[src/hdl/skt_pkg.sv]
// Shared constants, codes and control types for the sorted key table.
package skt_pkg;

  localparam int CAPACITY  = 16;
  localparam int KEY_WIDTH = 16;
  localparam int IDX_W     = $clog2(CAPACITY);
  localparam int CNT_W     = $clog2(CAPACITY + 1);
  localparam int KEY_W     = 16;
  localparam int STATUS_W  = 2;
  localparam int POS_W     = 4;
  localparam int ENTRIES_W = 5;

  localparam logic CMD_INSERT = 1'b0;
  localparam logic CMD_LOOKUP = 1'b1;

  localparam logic [STATUS_W-1:0] STATUS_OK      = 2'd0;
  localparam logic [STATUS_W-1:0] STATUS_FULL    = 2'd1;
  localparam logic [STATUS_W-1:0] STATUS_MISSING = 2'd2;

  // Commands from controller to datapath
  typedef struct packed {
    logic load;    // capture the accepted item and open the search window
    logic step;    // one binary search probe
    logic finish;  // update the table and write the result register
  } skt_cmd_t;

  // Status from datapath to controller
  typedef struct packed {
    logic search_done;  // search window is empty
    logic out_busy;     // result register holds an item that is not taken this cycle
  } skt_stat_t;

endpackage

[src/hdl/skt_if.sv]
// Valid/ready channel interfaces for request and result items.
interface skt_in_if;
  import skt_pkg::*;
  logic             valid;
  logic             ready;
  logic             cmd;
  logic [KEY_W-1:0] key;
  modport source (output valid, output cmd, output key, input ready);
  modport sink   (input valid, input cmd, input key, output ready);
endinterface

interface skt_out_if;
  import skt_pkg::*;
  logic                 valid;
  logic                 ready;
  logic [STATUS_W-1:0]  status;
  logic [POS_W-1:0]     position;
  logic [ENTRIES_W-1:0] entries;
  modport source (output valid, output status, output position, output entries,
                  input ready);
  modport sink   (input valid, input status, input position, input entries,
                  output ready);
endinterface

[src/hdl/skt_ctrl.sv]
// Controller state machine sequencing load, search and finish.
module skt_ctrl (
  input  logic              clk,
  input  logic              rst,
  input  logic              req_valid,
  output logic              req_ready,
  input  skt_pkg::skt_stat_t stat,
  output skt_pkg::skt_cmd_t  cmd
);
  import skt_pkg::*;

  typedef enum logic [1:0] {
    ST_IDLE,
    ST_SEARCH,
    ST_FINISH
  } state_t;

  state_t state;

  // Hold state and advance on item acceptance, search completion and a free result register
  always_ff @(posedge clk) begin
    if (rst) begin
      state <= ST_IDLE;
    end else begin
      case (state)
        ST_IDLE: begin
          if (req_valid) state <= ST_SEARCH;
        end
        ST_SEARCH: begin
          if (stat.search_done) state <= ST_FINISH;
        end
        ST_FINISH: begin
          if (!stat.out_busy) state <= ST_IDLE;
        end
        default: state <= ST_IDLE;
      endcase
    end
  end

  // Decode commands from the current state
  always_comb begin
    req_ready  = (state == ST_IDLE);
    cmd.load   = (state == ST_IDLE) && req_valid;
    cmd.step   = (state == ST_SEARCH) && !stat.search_done;
    cmd.finish = (state == ST_FINISH) && !stat.out_busy;
  end

endmodule

[src/hdl/skt_dp.sv]
// Datapath: key store, entry count, search window and result register.
module skt_dp (
  input  logic                          clk,
  input  logic                          rst,
  input  logic                          in_cmd,
  input  logic [skt_pkg::KEY_W-1:0]     in_key,
  input  skt_pkg::skt_cmd_t             cmd,
  output skt_pkg::skt_stat_t            stat,
  output logic                          out_valid,
  input  logic                          out_ready,
  output logic [skt_pkg::STATUS_W-1:0]  out_status,
  output logic [skt_pkg::POS_W-1:0]     out_position,
  output logic [skt_pkg::ENTRIES_W-1:0] out_entries
);
  import skt_pkg::*;

  logic [KEY_WIDTH-1:0] key_store [CAPACITY];
  logic [CNT_W-1:0]     count;
  logic [CNT_W-1:0]     lo;
  logic [CNT_W-1:0]     hi;
  logic                 cur_cmd;
  logic [KEY_WIDTH-1:0] cur_key;

  logic [CNT_W-1:0]     mid;
  logic [IDX_W-1:0]     rd_addr;
  logic [KEY_WIDTH-1:0] rd_data;
  logic                 go_right;
  logic                 is_insert;
  logic                 full;
  logic                 found;
  logic                 do_insert;

  // Probe address: midpoint while searching, bound when finishing
  always_comb begin
    mid       = lo + ((hi - lo) >> 1);
    rd_addr   = cmd.finish ? lo[IDX_W-1:0] : mid[IDX_W-1:0];
    rd_data   = key_store[rd_addr];
    is_insert = (cur_cmd == CMD_INSERT);
    go_right  = is_insert ? (rd_data <= cur_key) : (rd_data < cur_key);
    full      = (count == CNT_W'(CAPACITY));
    found     = (lo < count) && (rd_data == cur_key);
    do_insert = cmd.finish && is_insert && !full;
    stat.search_done = (lo >= hi);
    stat.out_busy    = out_valid && !out_ready;
  end

  // Capture the item and narrow the search window
  always_ff @(posedge clk) begin
    if (cmd.load) begin
      cur_cmd <= in_cmd;
      cur_key <= in_key[KEY_WIDTH-1:0];
      lo      <= '0;
      hi      <= count;
    end else if (cmd.step) begin
      if (go_right) lo <= mid + CNT_W'(1);
      else          hi <= mid;
    end
  end

  // Shift entries above the insert point up by one and drop in the key
  always_ff @(posedge clk) begin
    if (do_insert && (lo == '0)) key_store[0] <= cur_key;
  end

  for (genvar i = 1; i < CAPACITY; i++) begin : g_shift
    always_ff @(posedge clk) begin
      if (do_insert) begin
        if (CNT_W'(i) == lo) begin
          key_store[i] <= cur_key;
        end else if ((CNT_W'(i) > lo) && (CNT_W'(i) <= count)) begin
          key_store[i] <= key_store[i-1];
        end
      end
    end
  end

  // Hold entry count and result valid
  always_ff @(posedge clk) begin
    if (rst) begin
      count     <= '0;
      out_valid <= 1'b0;
    end else begin
      if (do_insert) count <= count + CNT_W'(1);
      if (cmd.finish)     out_valid <= 1'b1;
      else if (out_ready) out_valid <= 1'b0;
    end
  end

  // Write the result fields
  always_ff @(posedge clk) begin
    if (cmd.finish) begin
      if (is_insert) begin
        if (full) begin
          out_status   <= STATUS_FULL;
          out_position <= '0;
          out_entries  <= ENTRIES_W'(count);
        end else begin
          out_status   <= STATUS_OK;
          out_position <= lo[POS_W-1:0];
          out_entries  <= ENTRIES_W'(count + CNT_W'(1));
        end
      end else begin
        out_status   <= found ? STATUS_OK : STATUS_MISSING;
        out_position <= found ? lo[POS_W-1:0] : '0;
        out_entries  <= ENTRIES_W'(count);
      end
    end
  end

endmodule

[src/hdl/sorted_key_table.sv]
// Top level of the sorted key table: controller plus datapath.
//
// Holds up to 16 keys in ascending order. Each request item on req carries
// cmd (insert or lookup) and a 16-bit key. Each yields exactly one result
// item on rsp with status, position and the entry count after the item.
// Insert places the key after any equal keys; on a full table it is refused
// with status full. Lookup binary-searches and reports the lowest matching
// position, or status not found.
// The accepting edge loads the item, then the search probes the key store
// (up to 5 probes over 16 entries), the search state closes on an empty
// window, and the finish step updates the table and writes the result
// register to raise rsp.valid.
// One item is in work at a time. The next request is taken the cycle after
// the finish step, so a new item waits until the search over the key store
// and the finish step of the last one are done.
// The result register parts the two sides: a new request is taken while an
// earlier result waits. If rsp stays stalled, the next item waits in its
// finish step until the register frees.
// Reset (synchronous, rst high) empties the table and drops any result.
module sorted_key_table (
  input  logic      clk,
  input  logic      rst,
  skt_in_if.sink    req,
  skt_out_if.source rsp
);
  import skt_pkg::*;

  skt_cmd_t  cmd;
  skt_stat_t stat;

  // Sequence each item
  skt_ctrl u_ctrl (
    .clk       (clk),
    .rst       (rst),
    .req_valid (req.valid),
    .req_ready (req.ready),
    .stat      (stat),
    .cmd       (cmd)
  );

  // Store, search and result
  skt_dp u_dp (
    .clk          (clk),
    .rst          (rst),
    .in_cmd       (req.cmd),
    .in_key       (req.key),
    .cmd          (cmd),
    .stat         (stat),
    .out_valid    (rsp.valid),
    .out_ready    (rsp.ready),
    .out_status   (rsp.status),
    .out_position (rsp.position),
    .out_entries  (rsp.entries)
  );

endmodule

[src/flat_wrapper.sv]
// flat-port wrapper written by rule: the top's interface ports become plain ports
module sorted_key_table_flat import skt_pkg::*;
  (clk, rst, req_valid, req_cmd, req_key, req_ready, rsp_valid, rsp_status, rsp_position, rsp_entries, rsp_ready);
  skt_in_if req_i ();
  skt_out_if rsp_i ();
  input  logic clk;
  input  logic rst;
  input wire logic [$bits(req_i.valid)-1:0] req_valid;
  input wire logic [$bits(req_i.cmd)-1:0] req_cmd;
  input wire logic [$bits(req_i.key)-1:0] req_key;
  output wire logic [$bits(req_i.ready)-1:0] req_ready;
  output wire logic [$bits(rsp_i.valid)-1:0] rsp_valid;
  output wire logic [$bits(rsp_i.status)-1:0] rsp_status;
  output wire logic [$bits(rsp_i.position)-1:0] rsp_position;
  output wire logic [$bits(rsp_i.entries)-1:0] rsp_entries;
  input wire logic [$bits(rsp_i.ready)-1:0] rsp_ready;
  assign req_i.valid = req_valid;
  assign req_i.cmd = req_cmd;
  assign req_i.key = req_key;
  assign req_ready = req_i.ready;
  assign rsp_valid = rsp_i.valid;
  assign rsp_status = rsp_i.status;
  assign rsp_position = rsp_i.position;
  assign rsp_entries = rsp_i.entries;
  assign rsp_i.ready = rsp_ready;
  sorted_key_table u_core (.clk(clk), .rst(rst), .req(req_i), .rsp(rsp_i));
endmodule
[config.mk]
export PLATFORM = sky130hd
export DESIGN_NAME = sorted_key_table_flat
export DESIGN_NICKNAME = d
export VERILOG_FILES = /design/src/hdl/skt_pkg.sv /design/src/hdl/skt_if.sv /design/src/hdl/skt_ctrl.sv /design/src/hdl/skt_dp.sv /design/src/hdl/sorted_key_table.sv /design/src/flat_wrapper.sv
export SDC_FILE = /design/constraint.sdc
export NUM_CORES = 1
export LEC_CHECK = 0
export BUFFER_PORTS_ARGS = -buffer_cell sky130_fd_sc_hd__clkbuf_2
export CAP_MARGIN = 20
export CELL_PAD_IN_SITES_DETAIL_PLACEMENT = 1
export CELL_PAD_IN_SITES_GLOBAL_PLACEMENT = 2
export CORE_ASPECT_RATIO = 2
export CORE_MARGIN = 2
export CORE_UTILIZATION = 46
export DETAILED_ROUTE_END_ITERATION = 10
export GPL_ROUTABILITY_DRIVEN = 1
export PLACE_DENSITY_LB_ADDON = 0.1
export SYNTH_ARGS = -nofsm -noshare
export SYNTH_HDL_FRONTEND = slang
export SYNTH_SLANG_ARGS = --single-unit
[constraint.sdc]
create_clock -name clk -period 5.9 [get_ports clk]
set_input_delay 1.475 -clock clk [delete_from_list [all_inputs] [get_ports clk]]
set_output_delay 1.475 -clock clk [all_outputs]
set_load 0.1 [all_outputs]
==> impl_metrics.tcl <==
set metrics [dict create \
    run_status "complete, no violations" \
    clock-sinks 302 \
    pwr-share-clk_pct 19.1 \
    p_switching_mw 3.62 \
    skew_ps 9.36 \
    htreeDepth 1 \
    grt_max_degree 35 \
    syn_area_per_cell_um2 14.4 \
    holdWs_ps 554 \
    portBuffers 33 \
    grt_overflow 0 \
    crit_chain "inv_1, ha_1, fa_1, inv_1, a21o_1, a21oi_1, xnor2_1, ha_1, xnor2_1, mux2_2, buf_12, buf_4, mux2i_1, mux2i_1, ha_1, nor2b_1, o211ai_1, buf_4, a21boi_0, a211oi_1, o21ai_1, buf_4, mux2i_1" \
    synth_fp_nets 1157 \
    n_fill_cell 3342 \
    cts_buffers 29 \
    ys_ff_latch 302 \
    vias 9685 \
    drive_gt1_share_pct 32.5 \
    max_freq_mhz 175 \
    grtUsageMet2_pct 52.3 \
    ys.flop_type "edfxtp_1" \
    reg2reg_depth 23 \
    pwr_density_cell_nw_per_um2 538 \
    final_max_slew_viol_count 0 \
    clkSlewWorstSetupHoldPaths_ps 70 \
    num_rows 96 \
    p_int_mw 5.90 \
    tns_ps 0 \
    required_ps 6350 \
    endpoint "u_core.u_dp.lo[0]" \
    period_needed_ps 5710 \
    synth_seq_area_share_pct 56.5 \
    synthDistinctLibCells 61 \
    rsz0062_at_grt "no" \
    drv_cap 0 \
    antenna_found_initial 0 \
    drt-pass1-iter-count 5 \
    grt_pass1_vias 10800 \
    drcViolationCount 0 \
    synth_warnings 0 \
    r2r_start "u_core.u_dp.hi[0]" \
    combPwrFrac_pct 53.9 \
    routed_via_density 6.04 \
    r2r-end "u_core.u_dp.lo[0]" \
    switching_share_pct 38.0 \
    hp-class "reg -> reg" \
    cp.arrival_ps 6160 \
    netlist_area_um2 15800 \
    core_um2 34100 \
    ff2ff_setup_slack_ps 190 \
    busiest_layer "met2" \
    post-dp-hpwl_um 31800 \
    synthToLayoutAreaGrowth_pct 11.8 \
    netlist_instances 1100 \
    die_h_um 266 \
    drt_iter0_markers 589 \
    startpoint "u_core.u_dp.hi[0]" \
    cts_root_buf "clkbuf_16" \
    hold_viol 0 \
    leakagePower_nw 5.95 \
    wl_um 48000 \
    cts_tree "built" \
    final_cell_mix "edfxtp_1 (289), mux2_2 (131), nand2_1 (107)" \
    clkLatencyLatePin_ps 570 \
    p_total_mw 9.52 \
    track_usage_pct 27.5 \
    worst_slew_pin_slew_ps 1080 \
    layout.nets 1198 \
    holdBufCountCts 0 \
    seqPwrFrac_pct 26.9 \
    num_io_pins 34 \
    die_w_um 135 \
    grt_use_met1_pct 30.2 \
    grt_pass1_wl_um 71300 \
    synth_edf_count 289 \
    start_kind "flip-flop" \
    gp_congestion 0.806 \
    crit_type "reg -> reg" \
    crit_path_end_kind "flip-flop" \
    slew-limit-headroom_pct 27.9 \
    routedWlPerCell_um 29.9 \
    antenna_cells 0 \
    use_met3_pct 2.34 \
    setup_viol 0 \
    layout_commonest_cell "edfxtp_1" \
    ir_drop_mv 0.584 \
    drtAntennaViolNets 0 \
    async_flop_share_pct 0 \
    finalCritPeriodShare_pct 96.7 \
    cp_slowest_stage_delay_ps 630 \
    dieArea_um2 36000 \
    cp_slowest_cell "a211oi_1" \
    clockBufferDepth 3 \
    min_path_cells 2 \
    cp_max_fo 26 \
    initial_core_util_pct 46.4 \
]
[layer usage]
metal,up-vias,part of all wire [%]
li1,4285,-
met2,245,56
met4,0,5.4
met5,-,0
met1,5046,35
met3,109,3.0
[cells by family (layout without fill, tap and decap cells)]
family	after synthesis	after routing	share of synthesized area, %
AO/OA/AOI/OAI	160	160	5.86
XOR/XNOR	13	13	0.719
adder cells (fa/ha/maj)	36	36	2.94
buffers and inverters	114	177	3.38
flip-flops	302	302	56.5
multiplexers	285	285	25.0
AND/OR/NAND/NOR	190	190	5.67
[what timing repair did]
action	CTS	global route
hold endpoints to repair	0	0
endpoints found under the setup margin	0	5
buffers inserted	0	1
gates resized for setup	0	1
[worst max-delay path, delay by kind of cell, from the launching register on]
kind                       cells  cell delay, ps
buffers and inverters          6            1010
xor gates and xnor gates       2             680
muxes                          4             800
DFF                            1             370
and+or+nand+nor                1             130
AOI/OAI and AO/OA              6            1330
adders and majority gates      4            1220
[sequential cells by signal (all words and copies together) (netlist names)]
| register | flops |
|---|---|
| u_core.u_dp.out_valid | 1 |
| u_core.u_dp.out_entries | 5 |
| u_core.u_dp.key_store | 256 |
| u_core.u_dp.lo | 5 |
| u_core.u_dp.cur_key | 16 |
| u_core.u_ctrl.state | 2 |
| u_core.u_dp.count | 5 |
| u_core.u_dp.hi | 5 |
| u_core.u_dp.cur_cmd | 1 |
| u_core.u_dp.out_status | 2 |
| u_core.u_dp.out_position | 4 |
[final cells by class]
type	count	area (um2)	area share, %
flip-flops and latches	302	8940	50.5
well taps	441	552	3.12
repair buffers	88	641	3.62
inverters	36	135	0.764
multi-input cells	684	6550	37.0
clock inverters	19	135	0.764
clock buffers	34	744	4.21
[Yosys cell counts (19+ instances only)]
cell type	n	area [um2]
edfxtp_1	289	8680
mux2_2	131	1480
nand2_1	107	402
o21ai_0	92	460
mux4_2	64	1440
mux2i_1	51	510
clkbuf_1	44	165
ha_1	34	425
inv_1	33	124
a21oi_1	32	160
nor2_1	26	97.6
mux2_1	19	214
mux2_4	19	285
[worst min path at each step]
stage	from	end	slack (ps)
after global placement	u_core.u_dp.out_valid	u_core.u_dp.out_valid	530
after global routing	u_core.u_dp.key_store[4][8]	u_core.u_dp.key_store[5][8]	580
after detailed placement	u_core.u_dp.key_store[10][7]	u_core.u_dp.key_store[11][7]	540
final	u_core.u_dp.out_valid	u_core.u_dp.out_valid	550
after CTS	u_core.u_dp.key_store[12][2]	u_core.u_dp.key_store[13][2]	550
after floorplan	u_core.u_dp.cur_key[10]	u_core.u_dp.key_store[0][10]	450
[power groups by stage]
stage | Clock (mW) | Combinational (mW) | Sequential [mW]
2_1_floorplan | 0 | 3.62 | 2.60
3_3_place_gp | 0 | 5.13 | 2.61
4_1_cts | 1.85 | 5.21 | 2.56
3_5_place_dp | 0 | 5.19 | 2.61
5_1_grt | 1.92 | 5.54 | 2.57
6_report | 1.82 | 5.13 | 2.56
[per-stage QoR]
stage | util, % | cell area, um2 | cells | worst slack [ps]
3_5_place_dp | 49.2 | 16800 | 1550 | -53.1
6_report | 51.9 | 17700 | 1604 | 194
3_3_place_gp | 49.2 | 16800 | 1550 | 170
2_1_floorplan | - | 15800 | 1100 | 507
4_1_cts | 51.8 | 17700 | 1603 | 134
5_1_grt | 51.9 | 17700 | 1604 | 6.89
No activity file was read; power rests on OpenSTA's default activity.
